[src/rtl/sws_pkg.sv]
// shared types, constants and checksum helpers of the stop-and-wait sender
`default_nettype none
package sws_pkg;

    localparam int SWS_PAYLOAD_BYTES = 20;
    localparam int SWS_QUEUE_DEPTH   = 4;
    localparam int ACK_SHIFT         = 5;
    localparam logic [15:0] TIMEOUT_RESET = 16'd2000;

    // input commands
    localparam logic [1:0] CMD_MSG  = 2'd0;
    localparam logic [1:0] CMD_PKT  = 2'd1;
    localparam logic [1:0] CMD_TICK = 2'd2;

    // result kinds
    localparam logic OUT_PACKET  = 1'b0;
    localparam logic OUT_REFUSED = 1'b1;

    // register map, word index taken from paddr[2]
    localparam logic REG_TIMEOUT = 1'b0;

    typedef enum logic {
        JOB_SEND   = 1'b0,
        JOB_REFUSE = 1'b1
    } t_job_kind;

    typedef struct packed {
        t_job_kind   kind;
        logic        bank;
        logic [31:0] seq;
        logic [31:0] chk;
    } t_job;

    // one checksum step: xor in the sign-extended byte, then acc ^= acc << 1
    function automatic logic [31:0] mix(input logic [31:0] acc, input logic [7:0] b);
        logic [31:0] t;
        t = acc ^ {{24{b[7]}}, b};
        return t ^ {t[30:0], 1'b0};
    endfunction

    // n steps of x ^= x << 1, i.e. x times (1+z)^n over gf(2) mod z^32;
    // term z^k is present when the bits of k are a subset of the bits of n
    function automatic logic [31:0] tpow(input logic [31:0] x, input int n);
        logic [31:0] r;
        r = '0;
        for (int k = 0; k < 32; k++) begin
            if ((k & n) == k) begin
                r = r ^ (x << k);
            end
        end
        return r;
    endfunction

endpackage
`default_nettype wire

[src/rtl/sws_in_if.sv]
// input channel: command, data byte and incoming packet header
`default_nettype none
interface sws_in_if;
    logic               valid;
    logic               ready;
    logic        [1:0]  command;
    logic signed [7:0]  data_byte;
    logic signed [31:0] pkt_seqnum;
    logic signed [31:0] pkt_acknum;
    logic signed [31:0] pkt_checksum;

    modport source (
        output valid, command, data_byte, pkt_seqnum, pkt_acknum, pkt_checksum,
        input  ready
    );
    modport sink (
        input  valid, command, data_byte, pkt_seqnum, pkt_acknum, pkt_checksum,
        output ready
    );
endinterface
`default_nettype wire

[src/rtl/sws_out_if.sv]
// output channel: transmitted packet bytes and refusals
`default_nettype none
interface sws_out_if;
    logic               valid;
    logic               ready;
    logic               out_kind;
    logic signed [7:0]  out_byte;
    logic signed [31:0] out_seqnum;
    logic signed [31:0] out_checksum;
    logic               out_last;

    modport source (
        output valid, out_kind, out_byte, out_seqnum, out_checksum, out_last,
        input  ready
    );
    modport sink (
        input  valid, out_kind, out_byte, out_seqnum, out_checksum, out_last,
        output ready
    );
    modport monitor (
        input valid, ready, out_kind, out_byte, out_seqnum, out_checksum, out_last
    );
endinterface
`default_nettype wire

[src/rtl/sws_front.sv]
// front end: classifies input transactions, keeps protocol state, queues transmitter jobs
`default_nettype none
module sws_front #(
    parameter int PAYLOAD_BYTES = sws_pkg::SWS_PAYLOAD_BYTES
) (
    input  wire logic                                   i_clk,
    input  wire logic                                   i_rst_n,
    sws_in_if.sink                                      i_msg,
    input  wire logic [15:0]                            i_timeout,
    input  wire logic                                   i_q_full,
    input  wire logic                                   i_drained,
    output logic                                        o_push,
    output sws_pkg::t_job                               o_job,
    output logic                                        o_wr_en,
    output logic [$clog2(2*PAYLOAD_BYTES)-1:0]          o_wr_addr,
    output logic [7:0]                                  o_wr_data
);
    import sws_pkg::*;

    localparam int IW = (PAYLOAD_BYTES > 1) ? $clog2(PAYLOAD_BYTES) : 1;
    localparam int AW = $clog2(2*PAYLOAD_BYTES);
    localparam logic [IW-1:0] LAST = IW'(PAYLOAD_BYTES - 1);

    logic [IW-1:0] r_msg_pos, n_msg_pos;
    logic [IW-1:0] r_rx_pos, n_rx_pos;
    logic [31:0]   r_msg_acc, n_msg_acc;
    logic [31:0]   r_rx_acc, n_rx_acc;
    logic [31:0]   r_sent_next, n_sent_next;
    logic          r_busy, n_busy;
    logic          r_sav_bank, n_sav_bank;
    logic [31:0]   r_sav_seq, n_sav_seq;
    logic [31:0]   r_sav_chk, n_sav_chk;
    logic [15:0]   r_timer_cnt, n_timer_cnt;
    logic          r_timer_on, n_timer_on;
    logic          r_hold, n_hold;

    logic          accept;
    logic [31:0]   msg_mix;
    logic [31:0]   rx_base;
    logic [31:0]   rx_mix;
    logic [16:0]   tick_sum;
    t_job          resend_job;

    assign i_msg.ready = !i_q_full && !r_hold;
    assign accept      = i_msg.valid && i_msg.ready;

    assign msg_mix  = mix((r_msg_pos == '0) ? 32'd0 : r_msg_acc, i_msg.data_byte);
    assign rx_base  = (r_rx_pos == '0)
                    ? ($unsigned(i_msg.pkt_seqnum) ^ ($unsigned(i_msg.pkt_acknum) << ACK_SHIFT))
                    : r_rx_acc;
    assign rx_mix   = mix(rx_base, i_msg.data_byte);
    assign tick_sum = {1'b0, r_timer_cnt} + 17'd1;

    always_comb begin
        resend_job.kind = JOB_SEND;
        resend_job.bank = r_sav_bank;
        resend_job.seq  = r_sav_seq;
        resend_job.chk  = r_sav_chk;
    end

    always_comb begin
        n_msg_pos   = r_msg_pos;
        n_rx_pos    = r_rx_pos;
        n_msg_acc   = r_msg_acc;
        n_rx_acc    = r_rx_acc;
        n_sent_next = r_sent_next;
        n_busy      = r_busy;
        n_sav_bank  = r_sav_bank;
        n_sav_seq   = r_sav_seq;
        n_sav_chk   = r_sav_chk;
        n_timer_cnt = r_timer_cnt;
        n_timer_on  = r_timer_on;
        n_hold      = r_hold && !i_drained;
        o_push      = 1'b0;
        o_job       = resend_job;
        o_wr_en     = 1'b0;
        o_wr_addr   = r_sav_bank ? AW'(r_msg_pos) : AW'(PAYLOAD_BYTES) + AW'(r_msg_pos);
        o_wr_data   = i_msg.data_byte;

        if (accept) begin
            case (i_msg.command)
                CMD_MSG: begin
                    // bytes go to the staging bank, the one not holding the saved packet
                    o_wr_en   = 1'b1;
                    n_msg_acc = msg_mix;
                    if (r_msg_pos == LAST) begin
                        n_msg_pos = '0;
                        if (r_busy) begin
                            o_push      = 1'b1;
                            o_job.kind  = JOB_REFUSE;
                            o_job.seq   = '0;
                            o_job.chk   = '0;
                        end else begin
                            n_busy      = 1'b1;
                            n_sav_bank  = !r_sav_bank;
                            n_sav_seq   = r_sent_next;
                            n_sav_chk   = tpow(r_sent_next, PAYLOAD_BYTES) ^ msg_mix;
                            n_timer_cnt = '0;
                            n_timer_on  = 1'b1;
                            n_hold      = 1'b1;
                            o_push      = 1'b1;
                            o_job.kind  = JOB_SEND;
                            o_job.bank  = !r_sav_bank;
                            o_job.seq   = r_sent_next;
                            o_job.chk   = tpow(r_sent_next, PAYLOAD_BYTES) ^ msg_mix;
                        end
                    end else begin
                        n_msg_pos = r_msg_pos + IW'(1);
                    end
                end
                CMD_PKT: begin
                    n_rx_acc = rx_mix;
                    if (r_rx_pos == LAST) begin
                        n_rx_pos = '0;
                        if (($unsigned(i_msg.pkt_checksum) == rx_mix)
                                && (i_msg.pkt_acknum == '0)) begin
                            if ($unsigned(i_msg.pkt_seqnum) == r_sent_next) begin
                                n_timer_on  = 1'b0;
                                n_timer_cnt = '0;
                                n_busy      = 1'b0;
                                n_sent_next = r_sent_next + 32'd1;
                            end
                        end else begin
                            o_push = 1'b1;
                        end
                    end else begin
                        n_rx_pos = r_rx_pos + IW'(1);
                    end
                end
                CMD_TICK: begin
                    if (r_timer_on) begin
                        if (tick_sum >= {1'b0, i_timeout}) begin
                            n_timer_cnt = '0;
                            o_push      = 1'b1;
                        end else begin
                            n_timer_cnt = tick_sum[15:0];
                        end
                    end
                end
                default: begin
                end
            endcase
        end
    end

    always_ff @(posedge i_clk) begin
        if (!i_rst_n) begin
            r_msg_pos   <= '0;
            r_rx_pos    <= '0;
            r_sent_next <= 32'd1;
            r_busy      <= 1'b0;
            r_sav_bank  <= 1'b0;
            r_timer_cnt <= '0;
            r_timer_on  <= 1'b0;
            r_hold      <= 1'b0;
        end else begin
            r_msg_pos   <= n_msg_pos;
            r_rx_pos    <= n_rx_pos;
            r_sent_next <= n_sent_next;
            r_busy      <= n_busy;
            r_sav_bank  <= n_sav_bank;
            r_timer_cnt <= n_timer_cnt;
            r_timer_on  <= n_timer_on;
            r_hold      <= n_hold;
        end
    end

    always_ff @(posedge i_clk) begin
        r_msg_acc <= n_msg_acc;
        r_rx_acc  <= n_rx_acc;
        r_sav_seq <= n_sav_seq;
        r_sav_chk <= n_sav_chk;
    end

endmodule
`default_nettype wire

[src/rtl/sws_queue.sv]
// short job queue between front end and transmitter
`default_nettype none
module sws_queue (
    input  wire logic          i_clk,
    input  wire logic          i_rst_n,
    input  wire logic          i_push,
    input  wire sws_pkg::t_job i_job,
    output logic               o_full,
    input  wire logic          i_pop,
    output sws_pkg::t_job      o_job,
    output logic               o_empty
);
    import sws_pkg::*;

    localparam int PW = (SWS_QUEUE_DEPTH > 1) ? $clog2(SWS_QUEUE_DEPTH) : 1;
    localparam int CW = $clog2(SWS_QUEUE_DEPTH + 1);
    localparam logic [PW-1:0] PTR_LAST = PW'(SWS_QUEUE_DEPTH - 1);

    t_job          r_slot [SWS_QUEUE_DEPTH];
    logic [PW-1:0] r_wr_ptr;
    logic [PW-1:0] r_rd_ptr;
    logic [CW-1:0] r_count;

    assign o_full  = (r_count == CW'(SWS_QUEUE_DEPTH));
    assign o_empty = (r_count == '0);
    assign o_job   = r_slot[r_rd_ptr];

    always_ff @(posedge i_clk) begin
        if (i_push) begin
            r_slot[r_wr_ptr] <= i_job;
        end
    end

    always_ff @(posedge i_clk) begin
        if (!i_rst_n) begin
            r_wr_ptr <= '0;
            r_rd_ptr <= '0;
            r_count  <= '0;
        end else begin
            if (i_push) begin
                r_wr_ptr <= (r_wr_ptr == PTR_LAST) ? '0 : r_wr_ptr + PW'(1);
            end
            if (i_pop) begin
                r_rd_ptr <= (r_rd_ptr == PTR_LAST) ? '0 : r_rd_ptr + PW'(1);
            end
            case ({i_push, i_pop})
                2'b10:   r_count <= r_count + CW'(1);
                2'b01:   r_count <= r_count - CW'(1);
                default: r_count <= r_count;
            endcase
        end
    end

endmodule
`default_nettype wire

[src/rtl/sws_back.sv]
// transmitter: packet store and byte-by-byte output of queued jobs
`default_nettype none
module sws_back #(
    parameter int PAYLOAD_BYTES = sws_pkg::SWS_PAYLOAD_BYTES
) (
    input  wire logic                                   i_clk,
    input  wire logic                                   i_rst_n,
    input  wire logic                                   i_wr_en,
    input  wire logic [$clog2(2*PAYLOAD_BYTES)-1:0]     i_wr_addr,
    input  wire logic [7:0]                             i_wr_data,
    input  wire logic                                   i_empty,
    input  wire sws_pkg::t_job                          i_job,
    output logic                                        o_pop,
    output logic                                        o_idle,
    sws_out_if.source                                   o_res
);
    import sws_pkg::*;

    localparam int IW = (PAYLOAD_BYTES > 1) ? $clog2(PAYLOAD_BYTES) : 1;
    localparam int AW = $clog2(2*PAYLOAD_BYTES);
    localparam logic [IW-1:0] LAST = IW'(PAYLOAD_BYTES - 1);

    typedef enum logic [1:0] {
        B_IDLE,
        B_READ,
        B_LOAD,
        B_REFUSE
    } t_state;

    // two banks: one holds the saved packet, the other stages the next message
    logic [7:0]    r_mem [2*PAYLOAD_BYTES];
    logic [7:0]    r_rd_data;
    logic [AW-1:0] rd_addr;

    t_state        r_state;
    logic [IW-1:0] r_idx;
    t_job          r_job;
    logic          r_ov;
    logic          r_out_kind;
    logic [7:0]    r_out_byte;
    logic [31:0]   r_out_seq;
    logic [31:0]   r_out_chk;
    logic          r_out_last;
    logic          out_free;
    logic          out_load;

    assign rd_addr  = r_job.bank ? AW'(PAYLOAD_BYTES) + AW'(r_idx) : AW'(r_idx);
    assign out_free = !r_ov || o_res.ready;
    assign out_load = out_free && ((r_state == B_LOAD) || (r_state == B_REFUSE));
    assign o_pop    = (r_state == B_IDLE) && !i_empty;
    assign o_idle   = (r_state == B_IDLE);

    assign o_res.valid        = r_ov;
    assign o_res.out_kind     = r_out_kind;
    assign o_res.out_byte     = r_out_byte;
    assign o_res.out_seqnum   = r_out_seq;
    assign o_res.out_checksum = r_out_chk;
    assign o_res.out_last     = r_out_last;

    always_ff @(posedge i_clk) begin
        if (i_wr_en) begin
            r_mem[i_wr_addr] <= i_wr_data;
        end
        r_rd_data <= r_mem[rd_addr];
    end

    always_ff @(posedge i_clk) begin
        if (!i_rst_n) begin
            r_state <= B_IDLE;
            r_idx   <= '0;
            r_ov    <= 1'b0;
        end else begin
            // output register fills on a load, empties on a transaction
            r_ov <= out_load || (r_ov && !o_res.ready);
            case (r_state)
                B_IDLE: begin
                    if (!i_empty) begin
                        r_job   <= i_job;
                        r_idx   <= '0;
                        r_state <= (i_job.kind == JOB_REFUSE) ? B_REFUSE : B_READ;
                    end
                end
                B_READ: begin
                    r_state <= B_LOAD;
                end
                B_LOAD: begin
                    if (out_free) begin
                        r_out_kind <= OUT_PACKET;
                        r_out_byte <= r_rd_data;
                        r_out_seq  <= r_job.seq;
                        r_out_chk  <= r_job.chk;
                        r_out_last <= (r_idx == LAST);
                        if (r_idx == LAST) begin
                            r_state <= B_IDLE;
                        end else begin
                            r_idx   <= r_idx + IW'(1);
                            r_state <= B_READ;
                        end
                    end
                end
                B_REFUSE: begin
                    if (out_free) begin
                        r_out_kind <= OUT_REFUSED;
                        r_out_byte <= '0;
                        r_out_seq  <= '0;
                        r_out_chk  <= '0;
                        r_out_last <= 1'b1;
                        r_state    <= B_IDLE;
                    end
                end
                default: begin
                    r_state <= B_IDLE;
                end
            endcase
        end
    end

endmodule
`default_nettype wire

[src/rtl/stop_and_wait_sender.sv]
// top level of the stop-and-wait arq sender: config register, front end, job queue, transmitter
// timing: with the job queue empty a packet job goes through dispatch, store read and output
//   load before its first byte is valid, a refusal through dispatch and output load
// output: bytes one at a time, each a store read then an output load, held on a stall; input
//   one per cycle while the queue has room, held after a new packet is stored until it is sent
// reset: synchronous, active low; clears control state, packet store needs no clearing pass
`default_nettype none
module stop_and_wait_sender #(
    parameter int PAYLOAD_BYTES = sws_pkg::SWS_PAYLOAD_BYTES
) (
    input  wire logic        i_clk,
    input  wire logic        i_rst_n,
    sws_in_if.sink           i_msg,
    sws_out_if.source        o_res,
    input  wire logic        psel,
    input  wire logic        penable,
    input  wire logic        pwrite,
    input  wire logic [2:0]  paddr,
    input  wire logic [31:0] pwdata,
    output logic [31:0]      prdata,
    output logic             pready
);
    import sws_pkg::*;

    localparam int AW = $clog2(2*PAYLOAD_BYTES);

    // timeout register, to be written only while nothing is in flight; the block does not enforce this
    logic [15:0]   r_timeout;

    // front end to queue
    logic          push;
    t_job          push_job;
    logic          q_full;

    // queue to transmitter
    logic          pop;
    t_job          head_job;
    logic          q_empty;
    logic          back_idle;

    // message bytes into the packet store
    logic          wr_en;
    logic [AW-1:0] wr_addr;
    logic [7:0]    wr_data;

    assign pready = 1'b1;

    // apb write completes on the access phase; paddr[2] selects the word
    always_ff @(posedge i_clk) begin
        if (!i_rst_n) begin
            r_timeout <= TIMEOUT_RESET;
        end else if (psel && penable && pwrite && pready && (paddr[2] == REG_TIMEOUT)) begin
            r_timeout <= pwdata[15:0];
        end
    end

    // read back, unmapped word reads as zero
    always_comb begin
        prdata = '0;
        if (paddr[2] == REG_TIMEOUT) begin
            prdata = {16'd0, r_timeout};
        end
    end

    // front end: message staging, incoming packet checks, retransmit timer
    sws_front #(
        .PAYLOAD_BYTES (PAYLOAD_BYTES)
    ) u_front (
        .i_clk     (i_clk),
        .i_rst_n   (i_rst_n),
        .i_msg     (i_msg),
        .i_timeout (r_timeout),
        .i_q_full  (q_full),
        .i_drained (q_empty && back_idle),
        .o_push    (push),
        .o_job     (push_job),
        .o_wr_en   (wr_en),
        .o_wr_addr (wr_addr),
        .o_wr_data (wr_data)
    );

    // jobs waiting for the transmitter: send, resend or refusal
    sws_queue u_queue (
        .i_clk   (i_clk),
        .i_rst_n (i_rst_n),
        .i_push  (push),
        .i_job   (push_job),
        .o_full  (q_full),
        .i_pop   (pop),
        .o_job   (head_job),
        .o_empty (q_empty)
    );

    // transmitter: streams the saved packet or a refusal through the output register
    sws_back #(
        .PAYLOAD_BYTES (PAYLOAD_BYTES)
    ) u_back (
        .i_clk     (i_clk),
        .i_rst_n   (i_rst_n),
        .i_wr_en   (wr_en),
        .i_wr_addr (wr_addr),
        .i_wr_data (wr_data),
        .i_empty   (q_empty),
        .i_job     (head_job),
        .o_pop     (pop),
        .o_idle    (back_idle),
        .o_res     (o_res)
    );

endmodule
`default_nettype wire

[src/flat_wrapper.sv]
// flat-port wrapper written by rule: the top's interface ports become plain ports
module stop_and_wait_sender_flat import sws_pkg::*;
#(
    parameter int PAYLOAD_BYTES = sws_pkg::SWS_PAYLOAD_BYTES
)
  (i_clk, i_rst_n, psel, penable, pwrite, paddr, pwdata, prdata, pready, i_msg_valid, i_msg_command, i_msg_data_byte, i_msg_pkt_seqnum, i_msg_pkt_acknum, i_msg_pkt_checksum, i_msg_ready, o_res_valid, o_res_out_kind, o_res_out_byte, o_res_out_seqnum, o_res_out_checksum, o_res_out_last, o_res_ready);
  sws_in_if i_msg_i ();
  sws_out_if o_res_i ();
  input  wire logic i_clk;
  input  wire logic i_rst_n;
  input  wire logic psel;
  input  wire logic penable;
  input  wire logic pwrite;
  input  wire logic [2:0] paddr;
  input  wire logic [31:0] pwdata;
  output logic [31:0] prdata;
  output logic pready;
  input wire logic [$bits(i_msg_i.valid)-1:0] i_msg_valid;
  input wire logic [$bits(i_msg_i.command)-1:0] i_msg_command;
  input wire logic [$bits(i_msg_i.data_byte)-1:0] i_msg_data_byte;
  input wire logic [$bits(i_msg_i.pkt_seqnum)-1:0] i_msg_pkt_seqnum;
  input wire logic [$bits(i_msg_i.pkt_acknum)-1:0] i_msg_pkt_acknum;
  input wire logic [$bits(i_msg_i.pkt_checksum)-1:0] i_msg_pkt_checksum;
  output wire logic [$bits(i_msg_i.ready)-1:0] i_msg_ready;
  output wire logic [$bits(o_res_i.valid)-1:0] o_res_valid;
  output wire logic [$bits(o_res_i.out_kind)-1:0] o_res_out_kind;
  output wire logic [$bits(o_res_i.out_byte)-1:0] o_res_out_byte;
  output wire logic [$bits(o_res_i.out_seqnum)-1:0] o_res_out_seqnum;
  output wire logic [$bits(o_res_i.out_checksum)-1:0] o_res_out_checksum;
  output wire logic [$bits(o_res_i.out_last)-1:0] o_res_out_last;
  input wire logic [$bits(o_res_i.ready)-1:0] o_res_ready;
  assign i_msg_i.valid = i_msg_valid;
  assign i_msg_i.command = i_msg_command;
  assign i_msg_i.data_byte = i_msg_data_byte;
  assign i_msg_i.pkt_seqnum = i_msg_pkt_seqnum;
  assign i_msg_i.pkt_acknum = i_msg_pkt_acknum;
  assign i_msg_i.pkt_checksum = i_msg_pkt_checksum;
  assign i_msg_ready = i_msg_i.ready;
  assign o_res_valid = o_res_i.valid;
  assign o_res_out_kind = o_res_i.out_kind;
  assign o_res_out_byte = o_res_i.out_byte;
  assign o_res_out_seqnum = o_res_i.out_seqnum;
  assign o_res_out_checksum = o_res_i.out_checksum;
  assign o_res_out_last = o_res_i.out_last;
  assign o_res_i.ready = o_res_ready;
  stop_and_wait_sender #(.PAYLOAD_BYTES(PAYLOAD_BYTES)) u_core (.i_clk(i_clk), .i_rst_n(i_rst_n), .i_msg(i_msg_i), .o_res(o_res_i), .psel(psel), .penable(penable), .pwrite(pwrite), .paddr(paddr), .pwdata(pwdata), .prdata(prdata), .pready(pready));
endmodule
[config.mk]
export PLATFORM = sky130hd
export DESIGN_NAME = stop_and_wait_sender_flat
export DESIGN_NICKNAME = d
export VERILOG_FILES = /design/src/rtl/sws_pkg.sv /design/src/rtl/sws_in_if.sv /design/src/rtl/sws_out_if.sv /design/src/rtl/sws_front.sv /design/src/rtl/sws_queue.sv /design/src/rtl/sws_back.sv /design/src/rtl/stop_and_wait_sender.sv /design/src/flat_wrapper.sv
export SDC_FILE = /design/constraint.sdc
export NUM_CORES = 1
export LEC_CHECK = 0
export BUFFER_PORTS_ARGS = -buffer_cell sky130_fd_sc_hd__buf_2
export CAP_MARGIN = 30
export CORE_MARGIN = 10
export CORE_UTILIZATION = 60
export DETAILED_ROUTE_END_ITERATION = 16
export MAX_ROUTING_LAYER = met4
export PLACE_DENSITY_LB_ADDON = 0.25
export SETUP_SLACK_MARGIN = 0.15
export SLEW_MARGIN = 0
export SYNTH_ARGS = -nofsm -noshare
export SYNTH_HDL_FRONTEND = slang
export SYNTH_HIERARCHICAL = 1
export SYNTH_SLANG_ARGS = --single-unit
[constraint.sdc]
create_clock -name i_clk -period 6.3 [get_ports i_clk]
set_input_delay 1.26 -clock i_clk [delete_from_list [all_inputs] [get_ports i_clk]]
set_output_delay 1.26 -clock i_clk [all_outputs]
set_load 0.01 [all_outputs]
-- Word-level counts from Yosys, hierarchy flattened
Memories as Yosys holds them, arrays and structs flattened. A register that Yosys moved wholly into a read port is not among the register bits.
Index checks and enable logic that the tools add are counted.
- flip-flop bits (word level): 360
- latch bits: 0
- RAM bits: 584
- memory bits (read-only): 0
- bits of input ports: 148
- output and inout port bits: 109
- logic and storage cells: 212
- memories kept: 2
- $add $sub $neg: 11
- multiply operators: 0
- divide/modulo/power cells: 0
- $lt $le $gt $ge: 1
- equal/unequal tests: 25
- shift-type cells: 0
- muxes and demuxes: 90
- bitwise operators: 12
- reduce and logical (&&, ||, !) cells: 44
- memories (name ; depth ; bits a word ; read ports ; clocked after memory_dff ; write ports ; line ; text):
    u_core.u_back.r_mem ; 40 ; 8 ; 1 ; 1 ; 1 ; sws_back.sv:31 ; logic [7:0] r_mem [2*PAYLOAD_BYTES];
    u_core.u_queue.r_slot ; 4 ; 66 ; 1 ; 1 ; 1 ; sws_queue.sv:19 ; t_job r_slot [SWS_QUEUE_DEPTH];
- operators with widths (kind ; count):
    $mux 32 ; 21
    $xor 32x32->32 ; 9
    $mux 66 ; 3
    $mux 16 ; 8
    $pmux 32 s2 ; 2
    $eq 32x32->1 ; 2
    $mux 64 ; 1
    $pmux 16 s3 ; 1
    $add 32x1->32 const B ; 1
    $logic_not 32->1 ; 1
    $mux 1 ; 28
    $mux 5 ; 5
    $ne 2x2->1 const B ; 10
    $add 16x1->17 const B ; 1
    $ge 17x16->1 ; 1
    $mux 2 ; 8
    $mux 8 ; 2
    $pmux 8 s2 ; 1
    $add 5x1->5 const B ; 3
    $eq 5x5->1 const B ; 3
    $add 5x5->6 const A ; 2
    $eq 2x2->1 const B ; 6
    $mux 6 ; 2
    $reduce_and 4->1 ; 3
    25 further kinds ; 59

-- Depth between registers and ports, before layout
- depth after elaboration: 25
- depth in mapped cells: 23
- gate-level depth less buffers: 23

-- Hierarchy
Netlist, hierarchy kept.
- modules (own cells, without submodules) (module ; times used ; cells an instance ; area each (µm²) ; sequential area each (µm²)):
    sws_back ; 1 ; 891 ; 17833.4 ; 14103.5
    sws_front ; 1 ; 1305 ; 12293.0 ; 5084.9
    sws_queue ; 1 ; 391 ; 9982.1 ; 8107.8
    stop_and_wait_sender ; 1 ; 107 ; 943.4 ; 320.3

-- Worst setup path after synthesis
OpenSTA, ideal clock, no wires.
- path kind: input to register
- from: input i_msg_command[1]
- to: memory u_core/u_queue/r_slot[0][0] (netlist bit) (enable)
- library setup time: 431 ps
- arrival: 5400 ps
- data required time: 5869 ps
- path slack: 469 ps
- cell stages on the path: 7
- buffers on the path: 1
- path through: clkbuf_1 nand2b_1 nor2_1 nand4_1 inv_1 a22o_1 and2_1
- word-level cells in the longest chain between the ends: 5
- RTL lines (what ; line ; text):
    start, declared ; flat_wrapper.sv:19 ; input wire logic [$bits(i_msg_i.command)-1:0] i_msg_command;
    $eq 2x2->1, or another cell as far along ; sws_front.sv:81 ; case (i_msg.command)
    $pmux 1 s3 (*) ; sws_front.sv:81 ;
    $mux 1 (*) ; sws_front.sv:80 ; if (accept) begin
    net u_core.push ; stop_and_wait_sender.sv:31 ; logic push;
    $mux 1 (*) ; sws_queue.sv:29 ; if (i_push) begin
    $mux 1 (implied by the code) (*) ; sws_queue.sv:30 ; r_slot[r_wr_ptr] <= i_job;
    end, declared ; sws_queue.sv:19 ;
Mark *: on every way through the listed nets, which the timed path passes. The rest lies on a longest branch.

-- Worst setup path after layout
- from: register u_core.u_front.r_timer_cnt[0]
- to: memory u_core/u_queue/r_slot[1][24] (netlist bit) (enable)
- word-level cells in the longest chain between the ends: 8
- RTL lines (what ; line ; text):
    start, declared ; sws_front.sv:33 ; logic [15:0] r_timer_cnt, n_timer_cnt;
    start signal, assigned ; sws_front.sv:162 ; r_timer_cnt <= n_timer_cnt;
    $add 16x1->17 ; sws_front.sv:52 ; assign tick_sum = {1'b0, r_timer_cnt} + 17'd1;
    $ge 17x16->1 ; sws_front.sv:132 ; if (tick_sum >= {1'b0, i_timeout}) begin
    $mux 1 ; sws_front.sv:132 ;
    $mux 1 ; sws_front.sv:131 ; if (r_timer_on) begin
    $pmux 1 s3 ; sws_front.sv:81 ;
    $mux 1 ; sws_front.sv:80 ;
    net u_core.push ; stop_and_wait_sender.sv:31 ;
    $mux 1 ; sws_queue.sv:29 ;
    $mux 1 (implied by the code) ; sws_queue.sv:30 ;
The timed path passes the listed nets, and every way through them passes these cells.

==> results.md <==
- Status: completed
- Multi-input logic area: 12400 um^2
- Tmin final: 5540 ps
- Die width: 282 um
- EDFF count, synth: 851
- Critical path arrival: 5830 ps
- Tot Pwr: 13100 uW
- Crit Path Max Fanout: 44
- Clk sinks: 954
- Netlist cell types: 73
- DR pass1 iterations: 6
- Final hold viol count: 0
- Clk slew on worst S/H paths: 60 ps
- Fill count: 4499
- Nets: 3086
- First-pass GRT wire length: 140000 um
- Vias per cell: 6.03
- I/O pin cnt: 257
- Largest net degree at the start of global routing: 100
- Area growth syn-to-layout: 12.4%
- Max Root-Sink Buffers: 3
- Worst-Skew Late Latency: 640 ps
- Root Driver: clkbuf_16
- Postcts setup bufs: 0
- Vias post-DR: 23200
- Register area share after synthesis: 0.673
- Slowest cell on the critical path: and2_2
- Hold_ws: 478 ps
- Grt ovf: 0
- Initial DRC count: 2264
- Synthesized flop and latch total: 954
- Setup TNS: 0 ps
- Num CTS Buffers: 95
- Critical path type: register to register
- Final Max Tran Viols: 0
- Static leakage: 0.0153 uW
- Post-cts hold buffer count: 0
- Core area: 67500 um^2
- HPWL Detailed: 61000 um
- Final Skew: 33.7 ps
- Antenna Cells: 0
- Post-route clock period utilization: 0.880
- Unrepaired setup endpoints after global routing: no
- Mapped cell area: 41100 um^2
- Async SR Flop Fraction: 0
- Vias in the first global route: 23700
- Critical Path End Type: register
- Fin worst setup slack: 759 ps
- Worst slew margin: 0.359
- Slew @ Worst Pin: 961 ps
- Register area: 27600 um^2
- Fmax: 0.180 GHz
- Initial Utilization: 0.608
- Cts repair resizes: 0
- Critical path launch point type: register
- H-Tree Level Count: 3
- Port bufs: 221
- CTS tree: done
- Initial antenna violation count: 2
- Die Span Y: 282 um
- Max_cap viols: 0
- Layout cell share with drive strength beyond 1: 0.205
- Critical path's largest stage delay: 660 ps
- Tot GR Track Use: 0.239
- Cell Chain, Critical Path: nand3_1 > nor4_1 > nand3_1 > nor2_1 > nand3_1 > and2_1 > or2_2 > ha_1 > nand2_1 > nor2_1 > o21a_1 > o31ai_1 > a31oi_1 > nor2_1 > o22ai_1 > a22o_1 > and2_2 > buf_12
- Dpl ws: 401 ps
- Power Dens Cells: 285 nW/um^2
- Hold Crit Class: register to register
- Post-Syn Instances: 2694
- DRC: 0
- Final ANT Viol Nets: 0
- Routed wire length per instance: 24.0 um
- Yosys warns: 6
- Req. time, crit path: 6590 ps
- Mean post-synth cell area: 15.2 um^2
- Final WL: 92500 um
- DIE AREA: 79300 um^2
- Rows: 95
- Peak VDD IR: 0.000198 V
- GPL Wtd Cong: 0.924
- Post-synth top flop: edfxtp_1
- Final Setup Violations: 0
area by class of cell:
type | instances | share of cell area
inverters | 67 | 0.00545
well taps | 873 | 0.0237
multi-input cells | 1514 | 0.268
flip-flops and latches | 954 | 0.599
clock inverters | 67 | 0.0155
repair buffers | 272 | 0.0349
clock buffers | 108 | 0.0535
cells in the mapped netlist (all sizes together) (16+ instances only):
cell type | instances | area, um^2
xnor2 | 196 | 1720
inv | 67 | 251
mux2i | 46 | 460
nor3 | 18 | 90.1
or4 | 17 | 131
nand2b | 43 | 269
a22o | 26 | 228
ha | 33 | 413
or3 | 16 | 100
buf | 82 | 593
edfxtp | 851 | 25600
mux4 | 137 | 3090
o21ai | 90 | 450
nand2 | 177 | 664
nand3 | 44 | 220
nor4 | 20 | 131
and3 | 18 | 113
mux2 | 17 | 191
dfxtp | 103 | 2060
clkbuf | 92 | 345
a21oi | 59 | 295
and2 | 85 | 532
xor2 | 102 | 912
nor2b | 39 | 244
nand4 | 22 | 138
nor2 | 135 | 517
o31ai | 27 | 203
worst paths after layout:
check / end / slack (ps) / cells after the start / start
worst min-delay path: u_core/r_timeout[13] / 480 / 2 / u_core/r_timeout[13]
worst max register to register: u_core/u_queue/r_slot[1][24] / 760 / 18 / u_core/u_front/r_timer_cnt[0]
worst max-delay path: u_core/u_queue/r_slot[1][24] / 760 / 18 / u_core/u_front/r_timer_cnt[0]
worst min register to register: u_core/r_timeout[13] / 480 / 2 / u_core/r_timeout[13]
critical path, delay by kind of cell, from the launching register on:
family | cells | cell delay, ps
adders and majority gates | 1 | 300
buffers and inverters | 1 | 340
DFF | 1 | 410
AOI/OAI and AO/OA | 5 | 1020
and+or+nand+nor | 11 | 3050
registers in the layout, summed over array words and instances (netlist names), 3 cells and up, named ones only:
name                              count
u_core/r_timeout                     16
u_core/u_back/o_res.out_byte          8
u_core/u_back/o_res.out_checksum     32
u_core/u_back/o_res.out_seqnum       32
u_core/u_back/r_idx                   5
u_core/u_back/r_job                  65
u_core/u_back/r_mem                 320
u_core/u_back/r_rd_data               8
u_core/u_front/r_msg_acc             32
u_core/u_front/r_msg_pos              5
u_core/u_front/r_rx_acc              32
u_core/u_front/r_rx_pos               5
u_core/u_front/r_sav_chk             32
u_core/u_front/r_sav_seq             32
u_core/u_front/r_sent_next           32
u_core/u_front/r_timer_cnt           16
u_core/u_queue/r_count                3
u_core/u_queue/r_slot               264
placed cells by master, fill, tap and decap left out, types with 12 or more instances in the layout:
cell | Yosys | routed
conb_1 | 2 | 17
and2_1 | 85 | 80
nand2b_1 | 43 | 43
a21oi_1 | 59 | 59
clkinv_1 | 0 | 16
and3_1 | 18 | 17
nor3_1 | 18 | 17
dfxtp_1 | 103 | 99
xnor2_1 | 195 | 195
nor2b_1 | 39 | 39
a22o_1 | 26 | 26
nand4_1 | 22 | 22
a22oi_1 | 12 | 12
nor4_1 | 19 | 18
nand3_1 | 44 | 44
ha_1 | 33 | 33
or4_1 | 16 | 16
buf_2 | 26 | 223
nor2_1 | 133 | 131
o21ai_0 | 90 | 90
edfxtp_1 | 851 | 851
clkbuf_16 | 0 | 96
mux2_2 | 16 | 16
or3_1 | 16 | 16
inv_1 | 67 | 67
o31ai_1 | 27 | 26
nand2_1 | 177 | 175
o22ai_1 | 12 | 12
mux4_2 | 137 | 137
xor2_1 | 101 | 101
clkinv_2 | 0 | 24
bufinv_16 | 0 | 13
buf_4 | 37 | 39
o211ai_1 | 12 | 12
mux2i_1 | 46 | 46
cell families after synthesis:
logic type,share of synthesized area
flops,0.673
mux,0.0910
xor+xnor,0.0671
simple gates,0.0840
buf+inv,0.0290
compound gates,0.0455
other cells,0.000183
fa+ha+maj,0.0105
layer usage:
| metal | track usage | share of wire | vias up |
|---|---|---|---|
| met3 | 0.0391 | 0.074 | 132 |
| met1 | 0.300 | 0.39 | 11700 |
| met2 | 0.406 | 0.52 | 895 |
| met4 | 0.0554 | 0.017 | 0 |
| met5 | - | 0 | - |
| li1 | - | - | 10500 |
where the power goes:
part	switching, uW	leakage (uW)	total (uW)	internal, uW
Sequential	19.4	0.00841	6890	6870
Combinational	317	0.00536	518	201
Clock	2370	0.00157	5730	3360
through the flow:
step                      utilization  instances  area [um^2]
after detailed placement        0.635       3675        42800
final                           0.683       3855        46100
after global placement          0.634       3672        42800
after CTS                       0.682       3850        46000
after floorplan                     -       2709        41100
after global routing            0.683       3855        46100
Power figures use the tool's default switching activity.
